`src/sv/jves_pkg.sv`:
```
// Types and constants of the value extent scanner.
`timescale 1ns / 1ps

package jves_pkg;

  localparam int DEPTH_BITS_DEF  = 8;
  localparam int LENGTH_BITS_DEF = 16;
  localparam int LEN_W           = 16;

  localparam logic [7:0] CH_COMMA  = 8'h2C;
  localparam logic [7:0] CH_RBRACE = 8'h7D;
  localparam logic [7:0] CH_COLON  = 8'h3A;
  localparam logic [7:0] CH_QUOTE  = 8'h22;
  localparam logic [7:0] CH_BSLASH = 8'h5C;
  localparam logic [7:0] CH_LBRACE = 8'h7B;
  localparam logic [7:0] CH_LBRACK = 8'h5B;
  localparam logic [7:0] CH_RBRACK = 8'h5D;
  localparam logic [7:0] CH_SPACE  = 8'h20;
  localparam logic [7:0] CH_TAB    = 8'h09;
  localparam logic [7:0] CH_CR     = 8'h0D;

  typedef enum logic [1:0] {
    PH_IDLE    = 2'd0,
    PH_SKIP    = 2'd1,
    PH_BRACKET = 2'd2,
    PH_PLAIN   = 2'd3
  } phase_t;

  typedef struct packed {
    logic             in_value;
    logic             value_end;
    logic [LEN_W-1:0] value_length;
    logic             overflow;
  } result_t;

endpackage

```
`src/sv/jves_core.sv`:
```
// Scan state registers and the per-byte update logic.
`timescale 1ns / 1ps

module jves_core
  import jves_pkg::*;
#(
  parameter int DEPTH_BITS  = DEPTH_BITS_DEF,
  parameter int LENGTH_BITS = LENGTH_BITS_DEF
) (
  input  logic       clk,
  input  logic       rst,
  input  logic       step,
  input  logic [7:0] data_byte,
  input  logic       start_value,
  output result_t    res
);

  phase_t                 scan_phase, scan_phase_next;
  logic                   square_mode, square_mode_next;
  logic                   inside_string, inside_string_next;
  logic                   escape_pending, escape_pending_next;
  logic [DEPTH_BITS-1:0]  nest_depth, nest_depth_next;
  logic [LENGTH_BITS-1:0] byte_count, byte_count_next;
  logic                   overflow_seen, overflow_seen_next;
  logic                   in_value_c, value_end_c;
  logic [LEN_W-1:0]       length_out;

  always_comb begin
    logic       blank;
    logic       ins_t, esc_t, do_count;
    logic [7:0] openc, closec;
    scan_phase_next     = scan_phase;
    square_mode_next    = square_mode;
    inside_string_next  = inside_string;
    escape_pending_next = escape_pending;
    nest_depth_next     = nest_depth;
    byte_count_next     = byte_count;
    overflow_seen_next  = overflow_seen;
    in_value_c          = 1'b0;
    value_end_c         = 1'b0;
    do_count            = 1'b0;

    if (start_value) begin
      scan_phase_next     = PH_SKIP;
      square_mode_next    = 1'b0;
      inside_string_next  = 1'b0;
      escape_pending_next = 1'b0;
      nest_depth_next     = '0;
      byte_count_next     = '0;
      overflow_seen_next  = 1'b0;
    end

    // Quote and escape tracking; a backslash toggles the escape.
    if (data_byte == CH_BSLASH) begin
      ins_t = inside_string_next;
      esc_t = !escape_pending_next;
    end else begin
      ins_t = inside_string_next ^ ((data_byte == CH_QUOTE) && !escape_pending_next);
      esc_t = 1'b0;
    end

    blank  = (data_byte == CH_SPACE) || ((data_byte >= CH_TAB) && (data_byte <= CH_CR));
    openc  = square_mode_next ? CH_LBRACK : CH_LBRACE;
    closec = square_mode_next ? CH_RBRACK : CH_RBRACE;

    if (scan_phase_next == PH_SKIP && !(blank || data_byte == CH_COLON)) begin
      if (data_byte == CH_LBRACE || data_byte == CH_LBRACK) begin
        scan_phase_next  = PH_BRACKET;
        square_mode_next = (data_byte == CH_LBRACK);
        nest_depth_next  = DEPTH_BITS'(1);
        byte_count_next  = LENGTH_BITS'(1);
        in_value_c       = 1'b1;
      end else begin
        scan_phase_next = PH_PLAIN;
      end
    end else if (scan_phase_next == PH_BRACKET) begin
      inside_string_next  = ins_t;
      escape_pending_next = esc_t;
      if (!ins_t && data_byte == openc) begin
        if (nest_depth_next == '1) begin
          overflow_seen_next = 1'b1;
        end else begin
          nest_depth_next = nest_depth_next + DEPTH_BITS'(1);
        end
      end else if (!ins_t && data_byte == closec && nest_depth_next != '0) begin
        nest_depth_next = nest_depth_next - DEPTH_BITS'(1);
      end
      do_count   = 1'b1;
      in_value_c = 1'b1;
      if (nest_depth_next == '0) begin
        value_end_c     = 1'b1;
        scan_phase_next = PH_IDLE;
      end
    end

    // A byte that leaves the skip phase for a plain value is also handled as a plain byte.
    if (scan_phase_next == PH_PLAIN) begin
      if (!inside_string_next && (data_byte == CH_COMMA || data_byte == CH_RBRACE)) begin
        value_end_c     = 1'b1;
        scan_phase_next = PH_IDLE;
      end else begin
        inside_string_next  = ins_t;
        escape_pending_next = esc_t;
        do_count            = 1'b1;
        in_value_c          = 1'b1;
      end
    end

    if (do_count) begin
      if (byte_count_next == '1) begin
        overflow_seen_next = 1'b1;
      end else begin
        byte_count_next = byte_count_next + LENGTH_BITS'(1);
      end
    end
  end

  generate
    if (LENGTH_BITS > LEN_W) begin : g_len_sat
      assign length_out = (|byte_count_next[LENGTH_BITS-1:LEN_W]) ? '1
                                                                  : byte_count_next[LEN_W-1:0];
    end else begin : g_len_ext
      assign length_out = LEN_W'(byte_count_next);
    end
  endgenerate

  assign res.in_value     = in_value_c;
  assign res.value_end    = value_end_c;
  assign res.value_length = length_out;
  assign res.overflow     = overflow_seen_next;

  always_ff @(posedge clk) begin
    if (rst) begin
      scan_phase     <= PH_IDLE;
      square_mode    <= 1'b0;
      inside_string  <= 1'b0;
      escape_pending <= 1'b0;
      nest_depth     <= '0;
      byte_count     <= '0;
      overflow_seen  <= 1'b0;
    end else if (step) begin
      scan_phase     <= scan_phase_next;
      square_mode    <= square_mode_next;
      inside_string  <= inside_string_next;
      escape_pending <= escape_pending_next;
      nest_depth     <= nest_depth_next;
      byte_count     <= byte_count_next;
      overflow_seen  <= overflow_seen_next;
    end
  end

endmodule

```
`src/sv/jves_outbuf.sv`:
```
// Result register with a skid stage for the output channel.
`timescale 1ns / 1ps

module jves_outbuf
  import jves_pkg::*;
(
  input  logic    clk,
  input  logic    rst,
  input  logic    push,
  input  result_t push_data,
  output logic    full,
  output logic    out_valid,
  input  logic    out_stall,
  output result_t out_data
);

  logic    skid_valid;
  result_t skid_data;

  // The skid stage only fills when the result register is held by a stall.
  assign full = skid_valid;

  always_ff @(posedge clk) begin
    if (rst) begin
      out_valid  <= 1'b0;
      skid_valid <= 1'b0;
    end else if (!out_valid || !out_stall) begin
      if (skid_valid) begin
        out_valid  <= 1'b1;
        skid_valid <= 1'b0;
      end else begin
        out_valid <= push;
      end
    end else if (push) begin
      skid_valid <= 1'b1;
    end
  end

  always_ff @(posedge clk) begin
    if (!out_valid || !out_stall) begin
      if (skid_valid) begin
        out_data <= skid_data;
      end else if (push) begin
        out_data <= push_data;
      end
    end else if (push) begin
      skid_data <= push_data;
    end
  end

endmodule

```
`src/sv/json_value_extent_scanner_top.sv`:
```
// Top level of the JSON value extent scanner.
// The input channel takes one byte of JSON text per transfer, with start_value
// set on the byte that follows a key's closing quote. Every input transfer
// yields exactly one output transfer carrying in_value, value_end, the running
// value_length and the overflow flag for that byte, in order.
// The result of an accepted byte is registered in the result register, or in
// the skid stage while that register is held. Throughput is one byte per cycle
// while in_stall is low, set by the single register stage that holds the scan state.
// When the receiver stalls, the result register holds its payload and one
// further result goes into a skid stage; in_stall rises only once that stage
// is full and falls as soon as it drains.
// Reset (rst, synchronous) returns the scan to idle, clears depth, length and
// overflow, and empties both output stages.
`timescale 1ns / 1ps

module json_value_extent_scanner_top
  import jves_pkg::*;
#(
  parameter int DEPTH_BITS  = DEPTH_BITS_DEF,
  parameter int LENGTH_BITS = LENGTH_BITS_DEF
) (
  input  logic             clk,
  input  logic             rst,
  input  logic             in_valid,
  output logic             in_stall,
  input  logic [7:0]       data_byte,
  input  logic             start_value,
  output logic             out_valid,
  input  logic             out_stall,
  output logic             in_value,
  output logic             value_end,
  output logic [LEN_W-1:0] value_length,
  output logic             overflow
);

  logic    step;
  logic    buf_full;
  result_t core_res;
  result_t out_res;

  assign in_stall = buf_full;
  assign step     = in_valid && !buf_full;

  jves_core #(
    .DEPTH_BITS  (DEPTH_BITS),
    .LENGTH_BITS (LENGTH_BITS)
  ) u_core (
    .clk         (clk),
    .rst         (rst),
    .step        (step),
    .data_byte   (data_byte),
    .start_value (start_value),
    .res         (core_res)
  );

  jves_outbuf u_outbuf (
    .clk       (clk),
    .rst       (rst),
    .push      (step),
    .push_data (core_res),
    .full      (buf_full),
    .out_valid (out_valid),
    .out_stall (out_stall),
    .out_data  (out_res)
  );

  assign in_value     = out_res.in_value;
  assign value_end    = out_res.value_end;
  assign value_length = out_res.value_length;
  assign overflow     = out_res.overflow;

endmodule

```
`config.mk`:
```
export PLATFORM = sky130hd
export DESIGN_NAME = json_value_extent_scanner_top
export DESIGN_NICKNAME = d
export VERILOG_FILES = /design/src/sv/jves_pkg.sv /design/src/sv/jves_core.sv /design/src/sv/jves_outbuf.sv /design/src/sv/json_value_extent_scanner_top.sv
export SDC_FILE = /design/constraint.sdc
export NUM_CORES = 1
export LEC_CHECK = 0
export ABC_CLOCK_PERIOD_IN_PS = 8450
export BUFFER_PORTS_ARGS = -buffer_cell sky130_fd_sc_hd__buf_2
export CORE_MARGIN = 5
export CORE_UTILIZATION = 25
export DETAILED_ROUTE_END_ITERATION = 8
export PLACE_DENSITY_LB_ADDON = 0.05
export SKIP_LAST_GASP = 1
export SYNTH_ARGS = -nofsm -noshare
export SYNTH_HDL_FRONTEND = slang
export SYNTH_SLANG_ARGS = --single-unit
```
`constraint.sdc`:
```
create_clock -name clk -period 8.45 [get_ports clk]
set_input_delay 0.4225 -clock clk [delete_from_list [all_inputs] [get_ports clk]]
set_output_delay 0.4225 -clock clk [all_outputs]
set_load 0.01 [all_outputs]
```
Yosys cells after proc, flatten, opt, wreduce, memory -nomap -nowiden
Cells that the tools add are included.

operators by class
  bitwise operators = 2
  eq/ne operators = 15
  reduce and logical (&&, ||, !) cells = 26
  add/subtract/negate cells = 3
  multiplexer cells = 61
  magnitude comparators = 2

operators by type and width
  kind                     number
  $mux W16                 5
  $mux W8                  9
  $mux W19                 2
  $mux W1                  37
  $eq A8 B6 Y1 const B     4
  $eq A8 B7 Y1 const B     4
  $add A16 B1 Y16 const B  1
  $eq A16 B16 Y1 const B   1
  $eq A8 B8 Y1             2
  $mux W2                  6
  $mux W6                  2
  $add A8 B1 Y8 const B    1
  $eq A8 B8 Y1 const B     1
  $ge A8 B4 Y1 const B     1
  $le A8 B4 Y1 const B     1
  $logic_and A1 B1 Y1      8
  $logic_not A8 Y1         1
  $reduce_bool A8 Y1       1
  $sub A8 B1 Y8 const B    1
  $logic_not A1 Y1         7
  $logic_or A1 B1 Y1       5
  $eq A2 B2 Y1 const B     2
  $reduce_and A2 Y1        2
  $eq A2 B1 Y1 const B     1
  4 further kinds          4

word-level totals
  logic and storage cells = 126
  register bits = 70
  input port bits = 13
  output and inout bits = 21

Longest topological paths before layout
  depth in word-level cells = 21
  depth in mapped cells = 17
  depth with buffers taken out = 15

Cells and area by module
Synthesis repeated with hierarchy kept, for this count alone.

unflattened totals
  cells, all modules = 470
  area, all modules = 4496.8 um^2

modules (own cells, without submodules)
  module                         area each (um^2)  times used  cells each  seq. area each (um^2)
  jves_core                      2962.8            1           402         600.6
  jves_outbuf                    1520.2            1           67          1181.1
  json_value_extent_scanner_top  13.8              1           1           0.0

Worst setup path after synthesis
OpenSTA, ideal clock, no wires.

  path type = input -> register
  start point = input data_byte[2]
  end point = register u_outbuf.out_data[2] in the netlist's numbering (data pin)
  path buffers = 1
  setup time = 0.260 ns
  cell stages on the path = 13
  path slack = 4.678 ns
  data arrival time = 3.512 ns
  required time = 8.190 ns
  cell sequence = or3b_1 nor2_1 clkbuf_1 nand2_1 o21ai_0 ha_1 and4_1 and3_1 nand2b_1 or4_1 nand2_1 mux2_1 mux2_2

RTL lines
  what                  RTL line                             source
  start, declared       json_value_extent_scanner_top.sv:26  input logic [7:0] data_byte,
  end signal, assigned  jves_outbuf.sv:42                    out_data <= skid_data;
  end signal, assigned  jves_outbuf.sv:44                    out_data <= push_data;
  end, declared         jves_outbuf.sv:14                    output result_t out_data

Final worst setup path
  start point = input data_byte[4]
  end point = register u_core.byte_count[4]

between the ends
  word-level cells in the longest chain between the ends = 18
  elaborated cells between the ends (all ways) = 49
  those cells by class = add/sub (1); order compare (2); eq/ne (12); mux (18); bitwise (1); reduce/logical (15)

RTL lines
  what                               RTL line                          source
  $eq A8 B6 Y1                       jves_core.sv:58                   ins_t = inside_string_next ^ ((data_byte == CH_QUOTE) && !escape_pending_next);
  $logic_and A1 B1 Y1                jves_core.sv:58
  $xor A1 B1 Y1                      jves_core.sv:58
  $mux W1                            jves_core.sv:54                   if (data_byte == CH_BSLASH) begin
  $logic_not A1 Y1                   jves_core.sv:79, jves_core.sv:85
  $logic_and A1 B1 Y1 (2 in series)  jves_core.sv:85                   end else if (!ins_t && data_byte == closec && nest_depth_next != '0) begin
  $mux W8                            jves_core.sv:85
  $mux W8                            jves_core.sv:79                   if (!ins_t && data_byte == openc) begin
  $mux W8                            jves_core.sv:76                   end else if (scan_phase_next == PH_BRACKET) begin
  $mux W8                            jves_core.sv:66                   if (scan_phase_next == PH_SKIP && !(blank || data_byte == CH_COLON)) begin
  $logic_not A8 Y1                   jves_core.sv:90                   if (nest_depth_next == '0) begin
  $mux W2                            jves_core.sv:90
  $mux W2                            jves_core.sv:76
  $mux W2                            jves_core.sv:66
  $eq A2 B2 Y1                       jves_core.sv:97                   if (scan_phase_next == PH_PLAIN) begin
  $mux W1                            jves_core.sv:97
  $mux W16 *                         jves_core.sv:109                  if (do_count) begin
  end signal, assigned               jves_core.sv:147                  byte_count <= byte_count_next;
  end, declared                      jves_core.sv:23                   logic [LENGTH_BITS-1:0] byte_count, byte_count_next;

Every way passes the cells marked *; elsewhere a longest branch is shown, timed or not. The select of a mux whose other input is x is not followed.
A chain may end at the register's enable or synchronous reset.

==> results.md <==
- Status: finished clean
- Overflow after GRT: 0
- Total GRT Usage: 13.4%
- Setup CP Type: in -> reg
- Area occupied by multi-input gates: 2230 um2
- H-tree Lvls: 3
- Register area: 1780 um2
- Yosys cell types: 69
- CP max-delay cell: or4_1
- Setup Skew: 0.00808 ns
- Post-CTS Setup Bufs: 0
- CP max FO: 21
- Fin crit period: 4.14 ns
- Routability Congestion: 0.916
- Worst Path Arrival: 4.40 ns
- Worst VDD drop: 0.0900 mV
- Sequential area share after synthesis: 42.5%
- #FFs+latches synth: 70
- Slew @ Worst Pin: 1.10 ns
- Clk slew on worst S/H paths: 0.06 ns
- Ports: 34
- Number of hold buffers added after cts: 0
- Worst hold path class: in -> reg
- RSZ-0062 raised after global routing: false
- Ys flop type: edfxtp_1
- EDFF count, synth: 38
- DIE WIDTH: 140 um
- Startpoint class of the critical path: input port
- Row count: 47
- Crit path from: data_byte[4]
- Placed cells: 709
- Via density: 5.27
- Final period util: 49.0%
- Vias in the first global route: 3531
- Yosys warning total: 0
- Post-route DRC: 0
- Critical Path Sink Type: flop
- Worst flop-to-flop path startpoint: u_core.scan_phase[0]
- Layout cells sized above 1: 15.4%
- Slew Limit Fails: 0
- Die H: 140 um
- Clock buffer depth: 2
- Core Region: 16500 um2
- R2R depth: 13
- HPWL Detailed: 8830 um
- Final Non-Filler Cells: 725
- PwrDens: 174 nW/um2
- Synth Instances: 481
- Final Util: 29.5%
- Critical-path cell list: buf_2, or4b_1, o31ai_1, a21oi_1, o22a_1, nand2_1, o21ai_0, ha_1, and4_1, and3_1, nand2b_1, or4_1, nand2_1, or3_1, or3_1, a31oi_1
- Initial antenna violation count: 0
- Setup Viol. Count Final: 0
- Routed WL: 12900 um
- Global-route wire length before repair: 20700 um
- Antenna Nets Post-Route: 0
- Post-CTS resize count: 0
- Clock Latency Late Sink: 0.34 ns
- Total clock buffers created by CTS: 9
- Root buffer cell: clkbuf_16
- # nets final: 516
- CTS tree: yes
- Antenna cells: 0
- Largest net degree at the start of global routing: 40
- Async SR Flop Fraction: 0%
- Post-synth net total: 497
- F_max: 241 MHz
- Final hold vios: 0
- Max-Cap Viols: 0
- Final setup TNS: 0 ns
- Die area: 19500 um2
- First-pass iteration count of the detailed router: 5
- Sink Count: 70
- End of the critical path: u_core.byte_count[4]
- DR iter-0 viols: 417
- Leakage power: 0.00162 uW
- Hold_ws: 0.405 ns
- Post-Syn Area: 4190 um2
- Area growth from synthesis to layout: 16.2%
- Power, Total: 847 uW
- WP data required: 8.70 ns
- Fillers: 1763
- Drt wl/cell: 17.9 um
- RR Endpoint: u_outbuf.out_data[2]
- Critical Path Max Stage Delay: 0.58 ns
- PortBufs: 33
- Slew Limit Headroom: 26.5%
- Syn_area_per_cell: 8.72 um2
- Starting Density: 25.4%
- DR vias: 3822
- Flop-to-flop setup slack: 4.33 ns
[cells in the final DEF, fill, tap and decap left out, types with 10 or more instances in the layout]
cell type,n
a21oi_1,33
nor3_1,14
or3_1,11
dfxtp_1,32
o31ai_1,16
nand2_1,44
nand3_1,23
nor2_1,50
buf_2,33
inv_1,16
xor2_1,11
edfxtp_1,38
o21ai_0,20
nand4_1,10
nor4_1,10
[sequential cells by signal (all words and copies together) (netlist names)]
register and flops:
u_core.square_mode 1, u_core.inside_string 1, u_core.byte_count 16, u_core.escape_pending 1, u_core.nest_depth 8, u_outbuf.out_valid 1
u_core.scan_phase 2, u_outbuf.skid_data 19, u_core.overflow_seen 1, u_outbuf.out_data 19, u_outbuf.full 1
[Yosys cell counts (6+ instances only)]
library cell | n | area share, %
a21oi_1 | 34 | 4.1
a31oi_1 | 9 | 1.3
and3_1 | 6 | 0.90
and4_1 | 6 | 1.3
clkbuf_1 | 30 | 2.7
dfxtp_1 | 32 | 15
edfxtp_1 | 38 | 27
inv_1 | 16 | 1.4
nand2_1 | 44 | 3.9
nand3_1 | 23 | 2.7
nand4_1 | 10 | 1.5
nor2_1 | 50 | 4.5
nor2b_1 | 6 | 0.90
nor3_1 | 14 | 1.7
nor4_1 | 10 | 1.5
o21ai_0 | 20 | 2.4
o31ai_1 | 16 | 2.9
or3_1 | 11 | 1.6
xnor2_1 | 6 | 1.3
xor2_1 | 11 | 2.3
[critical path, delay by kind of cell]
kind	cells	cell delay (ns)
AOI/OAI and AO/OA	5	0.85
buffers and inverters	1	0.14
and+or+nand+nor	9	2.67
adders and majority gates	1	0.28
[cell type report]
cell class	count	share of cell area (%)
clock inverters	7	1.52
repair buffers	41	4.62
flip-flops and latches	70	36.6
well taps	220	5.65
inverters	17	1.31
clock buffers	9	4.62
multi-input cells	361	45.7
[worst min-delay path by stage]
stage | from | slack (ns) | to | depth (start not counted)
finish | out_stall | 0.41 | u_outbuf.full | 3
global route | out_stall | 0.44 | u_outbuf.full | 3
CTS | out_stall | 0.39 | u_outbuf.full | 3
detailed placement | u_core.byte_count[0] | 0.48 | u_core.byte_count[0] | 2
global placement | u_core.byte_count[1] | 0.48 | u_core.byte_count[1] | 2
floorplan | u_core.square_mode | 0.46 | u_core.square_mode | 2
[power breakdown]
part / switching (uW) / internal [uW]
Sequential: 5.10 / 371
Clock: 155 / 229
Combinational: 59.9 / 26.7
Total: 220 / 627
[metrics by stage]
step                      worst slack, ns  cell area [um2]
after global routing                 3.89             4870
after global placement               4.06             4570
after CTS                            4.29             4870
after floorplan                      4.68             4190
after detailed placement             3.96             4570
final                                4.31             4870
[routing by layer]
layer	track usage [%]	share of wire [%]	vias up
met3	2.47	4.0	24
met2	18.9	43	98
met4	6.44	2.6	0
met1	19.7	50	1847
met5	0	0	-
li1	-	-	1853
[cells by family (layout without fill, tap and decap cells)]
family,after synthesis,in the layout,synth area share [%]
and+or+nand+nor,203,203,24.8
AOI/OAI and AO/OA,132,132,21.8
DFF,70,70,42.5
buffers and inverters,50,74,4.68
xor gates and xnor gates,18,18,3.94
muxes,5,5,1.34
adders and majority gates,3,3,0.895
Note: power is estimated with default switching activity, not from simulation.
